<file path="src/rtl/smtp_session_tracker_assert.svh">
// Assertion macros shared by the session tracker RTL.
`ifndef SMTP_SESSION_TRACKER_ASSERT_SVH
`define SMTP_SESSION_TRACKER_ASSERT_SVH
// Same-cycle implication under the block clock and reset.
`define SST_IMPLY(lbl, ante, cons) \
	lbl: assert property (@(posedge clk) disable iff (!arst_n) (ante) |-> (cons)) \
		else $error("sst check failed");
// Next-cycle implication under the block clock and reset.
`define SST_NEXT(lbl, ante, cons) \
	lbl: assert property (@(posedge clk) disable iff (!arst_n) (ante) |=> (cons)) \
		else $error("sst check failed");
`endif

</file>
<file path="src/rtl/sst_pkg.sv">
// Types and constants shared by the session tracker modules.
package sst_pkg;

	// Command codes.
	localparam logic [4:0] CMD_EHLO = 5'd0;
	localparam logic [4:0] CMD_HELO = 5'd1;
	localparam logic [4:0] CMD_MAIL = 5'd2;
	localparam logic [4:0] CMD_SEND = 5'd3;
	localparam logic [4:0] CMD_SOML = 5'd4;
	localparam logic [4:0] CMD_SAML = 5'd5;
	localparam logic [4:0] CMD_RCPT = 5'd6;
	localparam logic [4:0] CMD_DATA = 5'd7;
	localparam logic [4:0] CMD_RSET = 5'd8;
	localparam logic [4:0] CMD_QUIT = 5'd9;
	localparam logic [4:0] CMD_AUTH = 5'd10;
	localparam logic [4:0] CMD_TURN = 5'd11;
	localparam logic [4:0] CMD_STLS = 5'd12;
	localparam logic [4:0] CMD_XTLS = 5'd13;
	localparam logic [4:0] CMD_EOD  = 5'd27;
	localparam logic [4:0] CMD_ANSW = 5'd28;
	localparam logic [4:0] CMD_CONN = 5'd29;
	localparam logic [4:0] CMD_NONE = 5'd30;
	localparam logic [4:0] CMD_UNK  = 5'd31;

	// Session phases.
	localparam logic [3:0] PH_CONNECTED = 4'd0;
	localparam logic [3:0] PH_INITIATED = 4'd1;
	localparam logic [3:0] PH_NOTAVAIL  = 4'd2;
	localparam logic [3:0] PH_READY     = 4'd3;
	localparam logic [3:0] PH_MAILOK    = 4'd4;
	localparam logic [3:0] PH_RCPTOK    = 4'd5;
	localparam logic [3:0] PH_INDATA    = 4'd6;
	localparam logic [3:0] PH_AFTERDATA = 4'd7;
	localparam logic [3:0] PH_INAUTH    = 4'd8;
	localparam logic [3:0] PH_INTLS     = 4'd9;
	localparam logic [3:0] PH_QUIT      = 4'd10;
	localparam logic [3:0] PH_AFTERGAP  = 4'd11;
	localparam logic [3:0] PH_GAPREC    = 4'd12;

	// Anomaly flag bits.
	localparam logic [5:0] FL_ORDER    = 6'd1;
	localparam logic [5:0] FL_UNKCMD   = 6'd2;
	localparam logic [5:0] FL_BADCODE  = 6'd4;
	localparam logic [5:0] FL_MISMATCH = 6'd8;
	localparam logic [5:0] FL_UCMD     = 6'd16;
	localparam logic [5:0] FL_UREPLY   = 6'd32;

	// Reply codes with a role of their own.
	localparam logic [9:0] RC_NONE = 10'd0;
	localparam logic [9:0] RC_MIN  = 10'd100;
	localparam logic [9:0] RC_MAX  = 10'd599;
	localparam logic [9:0] RC_220  = 10'd220;
	localparam logic [9:0] RC_221  = 10'd221;
	localparam logic [9:0] RC_250  = 10'd250;
	localparam logic [9:0] RC_334  = 10'd334;
	localparam logic [9:0] RC_354  = 10'd354;
	localparam logic [9:0] RC_421  = 10'd421;
	localparam logic [9:0] RC_554  = 10'd554;

	// Configuration register indexes.
	localparam logic REG_PIPE_EN = 1'b0;
	localparam logic REG_QLIMIT  = 1'b1;

	localparam logic [10:0] QLIMIT_RESET = 11'd1000;

	// One classified line event as it waits between front and back.
	typedef struct packed {
		logic       gap;
		logic       from_orig;
		logic [4:0] cmd;
		logic       dot;
		logic [9:0] rc;
		logic       cont;
		logic       adv;
		logic       bad_rc;
		logic       unk_cmd;
	} item_t;

	// One result word.
	typedef struct packed {
		logic       ovf;
		logic       data_line;
		logic       tls;
		logic       mail_end;
		logic       mail_begin;
		logic [5:0] flags;
		logic       rep_cont;
		logic [4:0] rep_cmd;
		logic       rep_valid;
		logic [4:0] req_cmd;
		logic       req_valid;
		logic [3:0] phase;
	} result_t;

	function automatic logic helo_fail(input logic [9:0] rc);
		case (rc)
			10'd421, 10'd500, 10'd501, 10'd504, 10'd550: helo_fail = 1'b1;
			default: helo_fail = 1'b0;
		endcase
	endfunction

	function automatic logic mail_fail(input logic [9:0] rc);
		case (rc)
			10'd421, 10'd451, 10'd452, 10'd500, 10'd501, 10'd503, 10'd550, 10'd552,
			10'd553: mail_fail = 1'b1;
			default: mail_fail = 1'b0;
		endcase
	endfunction

	function automatic logic rcpt_ok(input logic [9:0] rc);
		case (rc)
			10'd250, 10'd251, 10'd421, 10'd450, 10'd451, 10'd452, 10'd500, 10'd501,
			10'd503, 10'd550, 10'd551, 10'd552, 10'd553, 10'd554: rcpt_ok = 1'b1;
			default: rcpt_ok = 1'b0;
		endcase
	endfunction

	function automatic logic data_fail(input logic [9:0] rc);
		case (rc)
			10'd500, 10'd501, 10'd503, 10'd451, 10'd554: data_fail = 1'b1;
			default: data_fail = 1'b0;
		endcase
	endfunction

	function automatic logic eod_ok(input logic [9:0] rc);
		case (rc)
			10'd250, 10'd421, 10'd451, 10'd452, 10'd552, 10'd554: eod_ok = 1'b1;
			default: eod_ok = 1'b0;
		endcase
	endfunction

endpackage

</file>
<file path="src/rtl/sst_front.sv">
// Front end: accepts line words, classifies them and queues them for the back end.
module sst_front import sst_pkg::*; (
	input  logic        clk,
	input  logic        arst_n,
	input  logic        s_tvalid,
	output logic        s_tready,
	input  logic [23:0] s_tdata,
	input  logic        s_tuser,
	output logic        q_valid,
	output item_t       q_item,
	input  logic        q_pop
);

	item_t      fifo_q [4];
	logic [1:0] wr_q, rd_q;
	logic [2:0] cnt_q;
	item_t      cls;
	logic       push;

	always_comb begin
		cls.gap       = s_tuser;
		cls.from_orig = s_tdata[0];
		cls.cmd       = s_tdata[5:1];
		cls.dot       = s_tdata[6];
		cls.rc        = s_tdata[16:7];
		cls.cont      = s_tdata[17];
		cls.adv       = s_tdata[18];
		cls.bad_rc    = (s_tdata[16:7] < RC_MIN) || (s_tdata[16:7] > RC_MAX);
		cls.unk_cmd   = s_tdata[5:1] >= CMD_EOD;
	end

	assign s_tready = cnt_q != 3'd4;
	assign push     = s_tvalid && s_tready;
	assign q_valid  = cnt_q != 3'd0;
	assign q_item   = fifo_q[rd_q];

	always_ff @(posedge clk) begin
		if (push) fifo_q[wr_q] <= cls;
	end

	always_ff @(posedge clk or negedge arst_n) begin
		if (!arst_n) begin
			wr_q  <= '0;
			rd_q  <= '0;
			cnt_q <= '0;
		end else begin
			if (push) wr_q <= wr_q + 2'd1;
			if (q_pop) rd_q <= rd_q + 2'd1;
			cnt_q <= cnt_q + {2'b0, push} - {2'b0, q_pop};
		end
	end

endmodule

</file>
<file path="config.mk">
export PLATFORM = sky130hd
export DESIGN_NAME = sst_front
export DESIGN_NICKNAME = d
export VERILOG_FILES = /design/src/rtl/smtp_session_tracker_assert.svh /design/src/rtl/sst_pkg.sv /design/src/rtl/sst_front.sv
export SDC_FILE = /design/constraint.sdc
export NUM_CORES = 1
export LEC_CHECK = 0
export BUFFER_PORTS_ARGS = -buffer_cell sky130_fd_sc_hd__buf_2
export CAP_MARGIN = 40
export CORE_ASPECT_RATIO = 0.5
export CORE_MARGIN = 1
export CORE_UTILIZATION = 45
export DETAILED_ROUTE_END_ITERATION = 12
export HOLD_SLACK_MARGIN = 0.12
export PLACE_DENSITY = 0.62
export SKIP_CTS_REPAIR_TIMING = 1
export SYNTH_ARGS = -nofsm -noshare
export SYNTH_HDL_FRONTEND = slang
export SYNTH_SLANG_ARGS = --single-unit
</file>
<file path="constraint.sdc">
create_clock -name clk -period 2.4 [get_ports clk]
set_input_delay 0.24 -clock clk [delete_from_list [all_inputs] [get_ports clk]]
set_output_delay 0.24 -clock clk [all_outputs]
set_load 0.05 [all_outputs]
</file>
== Word-level counts from Yosys, hierarchy flattened ==
Memories as Yosys holds them, arrays and structs flattened.
Cells that the tools add are included.

* Reduce and logical (&&, ||, !) cells: 3
* $lt $le $gt $ge: 3
* Muxes and demuxes: 2
* Equality and inequality tests: 1
* Add/subtract/negate cells: 4

{| class="wikitable"
|+ Operators by type and width
! kind !! count
|-
| greater-than comparator 10 bit, second input constant || 1
|-
| < comparator 10 x 7 -> 1 bit, second input constant || 1
|-
| >= comparator 5 bit, second input constant || 1
|-
| adder 2 x 1 -> 2 bit, second input constant || 2
|-
| adder 3 x 1 -> 3 bit || 1
|-
| inequality test 3 bit, second input constant || 1
|-
| nonzero test 3 bit || 1
|-
| subtractor 3 x 1 -> 3 bit || 1
|-
| two-way mux 1 bit || 2
|-
| logical AND 1 bit || 1
|-
| logical OR 1 bit || 1
|}

* Memories: 1
* Memory bits (writable): 88
* Register bits after elaboration: 7
* Output and inout bits: 24

{| class="wikitable"
|+ Memory list
! memory !! words !! bits a word !! rd ports !! clocked after memory_dff !! wr ports !! RTL line !! text
|-
| fifo_q || 4 || 22 || 1 || 0 || 1 || sst_front.sv:14 || <nowiki>item_t fifo_q [4];</nowiki>
|}

== Longest topological paths before layout ==
* Depth after elaboration: 4
* Gate-level depth with buffers: 10

== Worst setup path before layout ==
Ideal clock, no wire load.

* Path type: register to register
* Start: register cnt_q[1]
* End: register cnt_q[2]
* Data arrival time: 2.218 ns
* Setup time: 0.123 ns
* Path slack: 0.060 ns
* Period minus slack after synthesis: 2.340 ns
* Data required time: 2.277 ns
* Path buffers: 0
* Stages on the path, launching flop included: 11
* Cell sequence: dfrtp_1 > or3b_4 > and2_4 > inv_1 > ha_1 > inv_1 > ha_1 > inv_1 > fa_1 > xnor2_1 > xnor2_1

* Longest elaborated chain between the ends: 4

{| class="wikitable"
|+ RTL lines
! item !! RTL line !! text
|-
| start: declaration || sst_front.sv:16 || <nowiki>logic [2:0] cnt_q;</nowiki>
|-
| start signal: assignment || sst_front.sv:49 || <nowiki>cnt_q <= cnt_q + {2'b0, push} - {2'b0, q_pop};</nowiki>
|-
| inequality test 3 bit || sst_front.sv:32 || <nowiki>assign s_tready = cnt_q != 3'd4;</nowiki>
|-
| net s_tready || sst_front.sv:6 || <nowiki>output logic s_tready,</nowiki>
|-
| logical AND 1 bit || sst_front.sv:33 || <nowiki>assign push = s_tvalid && s_tready;</nowiki>
|-
| adder 3 x 1 -> 3 bit || sst_front.sv:49 ||
|-
| subtractor 3 x 1 -> 3 bit || sst_front.sv:49 ||
|}

The timed path passes the listed nets, and every way through them passes these cells.
A chain may end at the register's enable or synchronous reset.

== Worst setup path in the final report ==
* Start: register cnt_q[1]
* End: register cnt_q[2]

* Longest elaborated chain between the ends: 4

{| class="wikitable"
|+ RTL lines
! item !! RTL line
|-
| inequality test 3 bit || sst_front.sv:32
|-
| logical AND 1 bit || sst_front.sv:33
|-
| adder 3 x 1 -> 3 bit * || sst_front.sv:49
|-
| subtractor 3 x 1 -> 3 bit * || sst_front.sv:49
|}

Every way passes the cells marked *; elsewhere a longest branch is shown, timed or not.

==> impl_metrics.py <==
metrics = {
    "die": {
        "die-area_mm2": 0.00846,
        "fp.dieW_um": 129,
        "core_area_mm2": 0.00757,
        "start_util_pct": 48.0,
        "ios": 53,
        "dieHeight_um": 65.5,
        "placementRows": 22,
    },
    "route": {
        "ant_nets": 0,
        "wl_per_cell_um": 17.1,
        "drtPass1Iterations": 4,
        "drc": 0,
        "vias": 1710,
        "wl_um": 5770,
        "vias_per_cell": 5.07,
        "drt_iter0_drc": 115,
    },
    "timing": {
        "timing_hold_violations_final": 0,
        "slew_violations": 0,
        "final.setup_skew_ps": 5.70,
        "setup_viol": 0,
        "fin_crit_ps": 2280,
        "tns_ps": 0,
        "max_freq_mhz": 438,
        "post-route-period-util_pct": 95.0,
        "layout_setup_ws_ps": 119,
        "worstMarginPinSlew_ps": 615,
        "timing.slew.headroom_pct": 59.0,
    },
    "synth": {
        "yosysWarnings": 0,
        "ys_seq_elements": 95,
        "yosys-top-cells-area": "edfxtp_1 (73%), mux4_2 (14%), dfrtp_1 (4.8%)",
        "netlist_instances": 160,
        "synth_top_area_share_pct": 72.8,
        "yosysUniqueCellTypes": 23,
        "post-synth-top-area-cell": "edfxtp_1",
        "synth_sequential_area_ratio_pct": 77.6,
        "netlist_area_mm2": 0.00363,
        "synth_fp_nets": 196,
        "syn_avg_cell_area_um2": 22.7,
    },
    "finish": {
        "final_core_util_pct": 58.3,
        "drive_gt1_share_pct": 42.8,
        "areaGrowthSynthToFinish_pct": 21.5,
        "antennaDiodeCount": 0,
        "final_nets": 260,
        "instances_no_fill": 337,
        "num-fill-cells": 575,
    },
    "placed_design": {
        "hpwl_um": 3410,
        "io_buffer_count": 47,
        "gp_congestion": 0.691,
        "post-place-ws_ps": 64.4,
        "dp_cells": 312,
    },
    "cts": {
        "clk_pin_slew_ps": 60,
        "clock_latency_ps": 330,
        "cts_tree": "yes",
        "clockBufferDepth": 2,
        "cts-root-buf": "clkbuf_16",
        "htreeDepth": 3,
        "cts_buffers": 9,
        "clock_sinks": 95,
    },
    "power": {
        "clkPwrFrac_pct": 23.5,
        "p_int_w": 0.00394,
        "p_switching_w": 0.00228,
        "p_leak_nw": 1.57,
        "ir_drop_v": 0.000767,
        "swShare_pct": 36.7,
        "p_comb_share_pct": 38.3,
        "cellPowerDensity_mw_per_mm2": 1410,
        "p_seq_share_pct": 38.1,
    },
    "critical_path": {
        "path_class": "reg2reg",
        "reg2reg_to": "cnt_q[2]$_DFF_PN0_",
        "cp_max_fo": 4,
        "cp.arrival_ps": 2530,
        "r2r-start": "cnt_q[1]$_DFF_PN0_",
        "reg2reg_slack_ps": 120,
        "cp-end-kind": "flop",
        "ff2ff_path_depth": 10,
        "required_ps": 2650,
        "cp-start-kind": "flop",
    },
    "hold_path": {
        "min_delay_path_depth": 2,
        "hp-start": "q_pop",
        "hp-class": "in2reg",
        "min_to": "rd_q[0]$_DFFE_PN0P_",
    },
    "grt": {
        "grt_pass1_vias": 1746,
        "grt_usage_pct": 15.4,
        "grt_pass1_wl_um": 8910,
        "antenna_found_initial": 0,
        "grt_max_degree": 23,
        "grt_overflow_total": 0,
    },
    "run_status": {
        "outcome": "finished clean",
    },
    "run": {
        "max_cap_viol_count": 0,
    },
}
-- worst max-delay path by stage --
stage | startpoint | end | depth (start not counted) | slack, ps
floorplan | cnt_q[1]$_DFF_PN0_ | cnt_q[2]$_DFF_PN0_ | 10 | 60
global placement | cnt_q[1]$_DFF_PN0_ | cnt_q[2]$_DFF_PN0_ | 10 | 140
detailed placement | cnt_q[1]$_DFF_PN0_ | cnt_q[2]$_DFF_PN0_ | 10 | 60
CTS | cnt_q[1]$_DFF_PN0_ | cnt_q[2]$_DFF_PN0_ | 10 | 50
global route | cnt_q[1]$_DFF_PN0_ | cnt_q[2]$_DFF_PN0_ | 10 | -1
finish | cnt_q[1]$_DFF_PN0_ | cnt_q[2]$_DFF_PN0_ | 10 | 120
-- layout make-up --
cell class | instances | area, um2 | area share, %
Sequential cell | 95 | 2820 | 63.9
Multi-Input combinational cell | 54 | 763 | 17.3
Timing Repair Buffer | 58 | 358 | 8.11
Clock buffer | 10 | 229 | 5.19
Tap cell | 108 | 135 | 3.06
Clock inverter | 6 | 85.1 | 1.93
Inverter | 6 | 22.5 | 0.510
-- worst max-delay path, stage by stage, from the launching register on --
cell	delay, ps
dfrtp_2	420
or3b_4	390
and2_4	180
inv_1	50
ha_1	220
inv_1	60
ha_1	130
inv_1	50
fa_1	370
xnor2_1	190
xnor2_1	140
-- per-stage QoR --
step | hold WS [ps] | total power (W) | instance area [um2]
after global routing | 121 | 0.00652 | 4410
after CTS | -274 | 0.00626 | 4330
after global placement | 81.3 | 0.00476 | 4020
after detailed placement | 84.9 | 0.00480 | 4020
final | 128 | 0.00622 | 4410
after floorplan | -55.6 | 0.00423 | 3630
-- synth_stat cells --
library cell   n
fa_1           1
nand4_1        1
nand2_1        3
dfrtp_1        7
or3b_4         1
and2_4         1
and3_2         4
edfxtp_1      88
or3_2          1
ha_1           6
buf_2          2
xor2_1         1
mux4_2        22
buf_1          1
nor3_1         2
buf_4          2
inv_1          6
nor2_1         3
nand3_1        1
nor3b_1        1
xnor2_1        4
mux2_4         1
a21oi_1        1
-- cells in the final DEF (no fill, tap or decap), types with 4 or more instances in the layout --
| master | instances |
|---|---|
| edfxtp_1 | 88 |
| buf_2 | 47 |
| mux4_2 | 22 |
| clkbuf_16 | 9 |
| inv_1 | 6 |
| ha_1 | 6 |
| dlygate4sd3_1 | 6 |
| dfrtp_1 | 5 |
| xnor2_1 | 4 |
| and3_2 | 4 |
-- registers in the layout (all words and copies together), names as in the netlist --
| signal | count |
|---|---|
| rd_q | 2 |
| fifo_q | 88 |
| wr_q | 2 |
| cnt_q | 3 |
-- routing by layer --
layer / routed length [um] / vias to the layer above / track usage, %
li1: - / 781 / -
met1: 2590 / 876 / 19.7
met2: 2820 / 47 / 24.5
met3: 311 / 6 / 5.94
met4: 47 / 0 / 4.85
met5: 0 / - / 0
-- power groups by stage --
| stage | logic, W | clock network, W | registers, W |
|---|---|---|---|
| 2_1_floorplan | 0.00191 | 0 | 0.00232 |
| 3_3_place_gp | 0.00237 | 0 | 0.00239 |
| 3_5_place_dp | 0.00238 | 0 | 0.00241 |
| 4_1_cts | 0.00239 | 0.00149 | 0.00238 |
| 5_1_grt | 0.00253 | 0.00157 | 0.00241 |
| 6_report | 0.00238 | 0.00146 | 0.00237 |
-- cells by family after synthesis --
kind of cell	Yosys count	synth area share, %
flip-flops	95	77.6
multiplexers	23	14.1
AND/OR/NAND/NOR	18	3.00
buffers and inverters	11	1.41
adder cells (fa/ha/maj)	7	2.62
XOR/XNOR	5	1.21
AO/OA/AOI/OAI	1	0.138
Note: power is estimated with default switching activity, not from simulation.
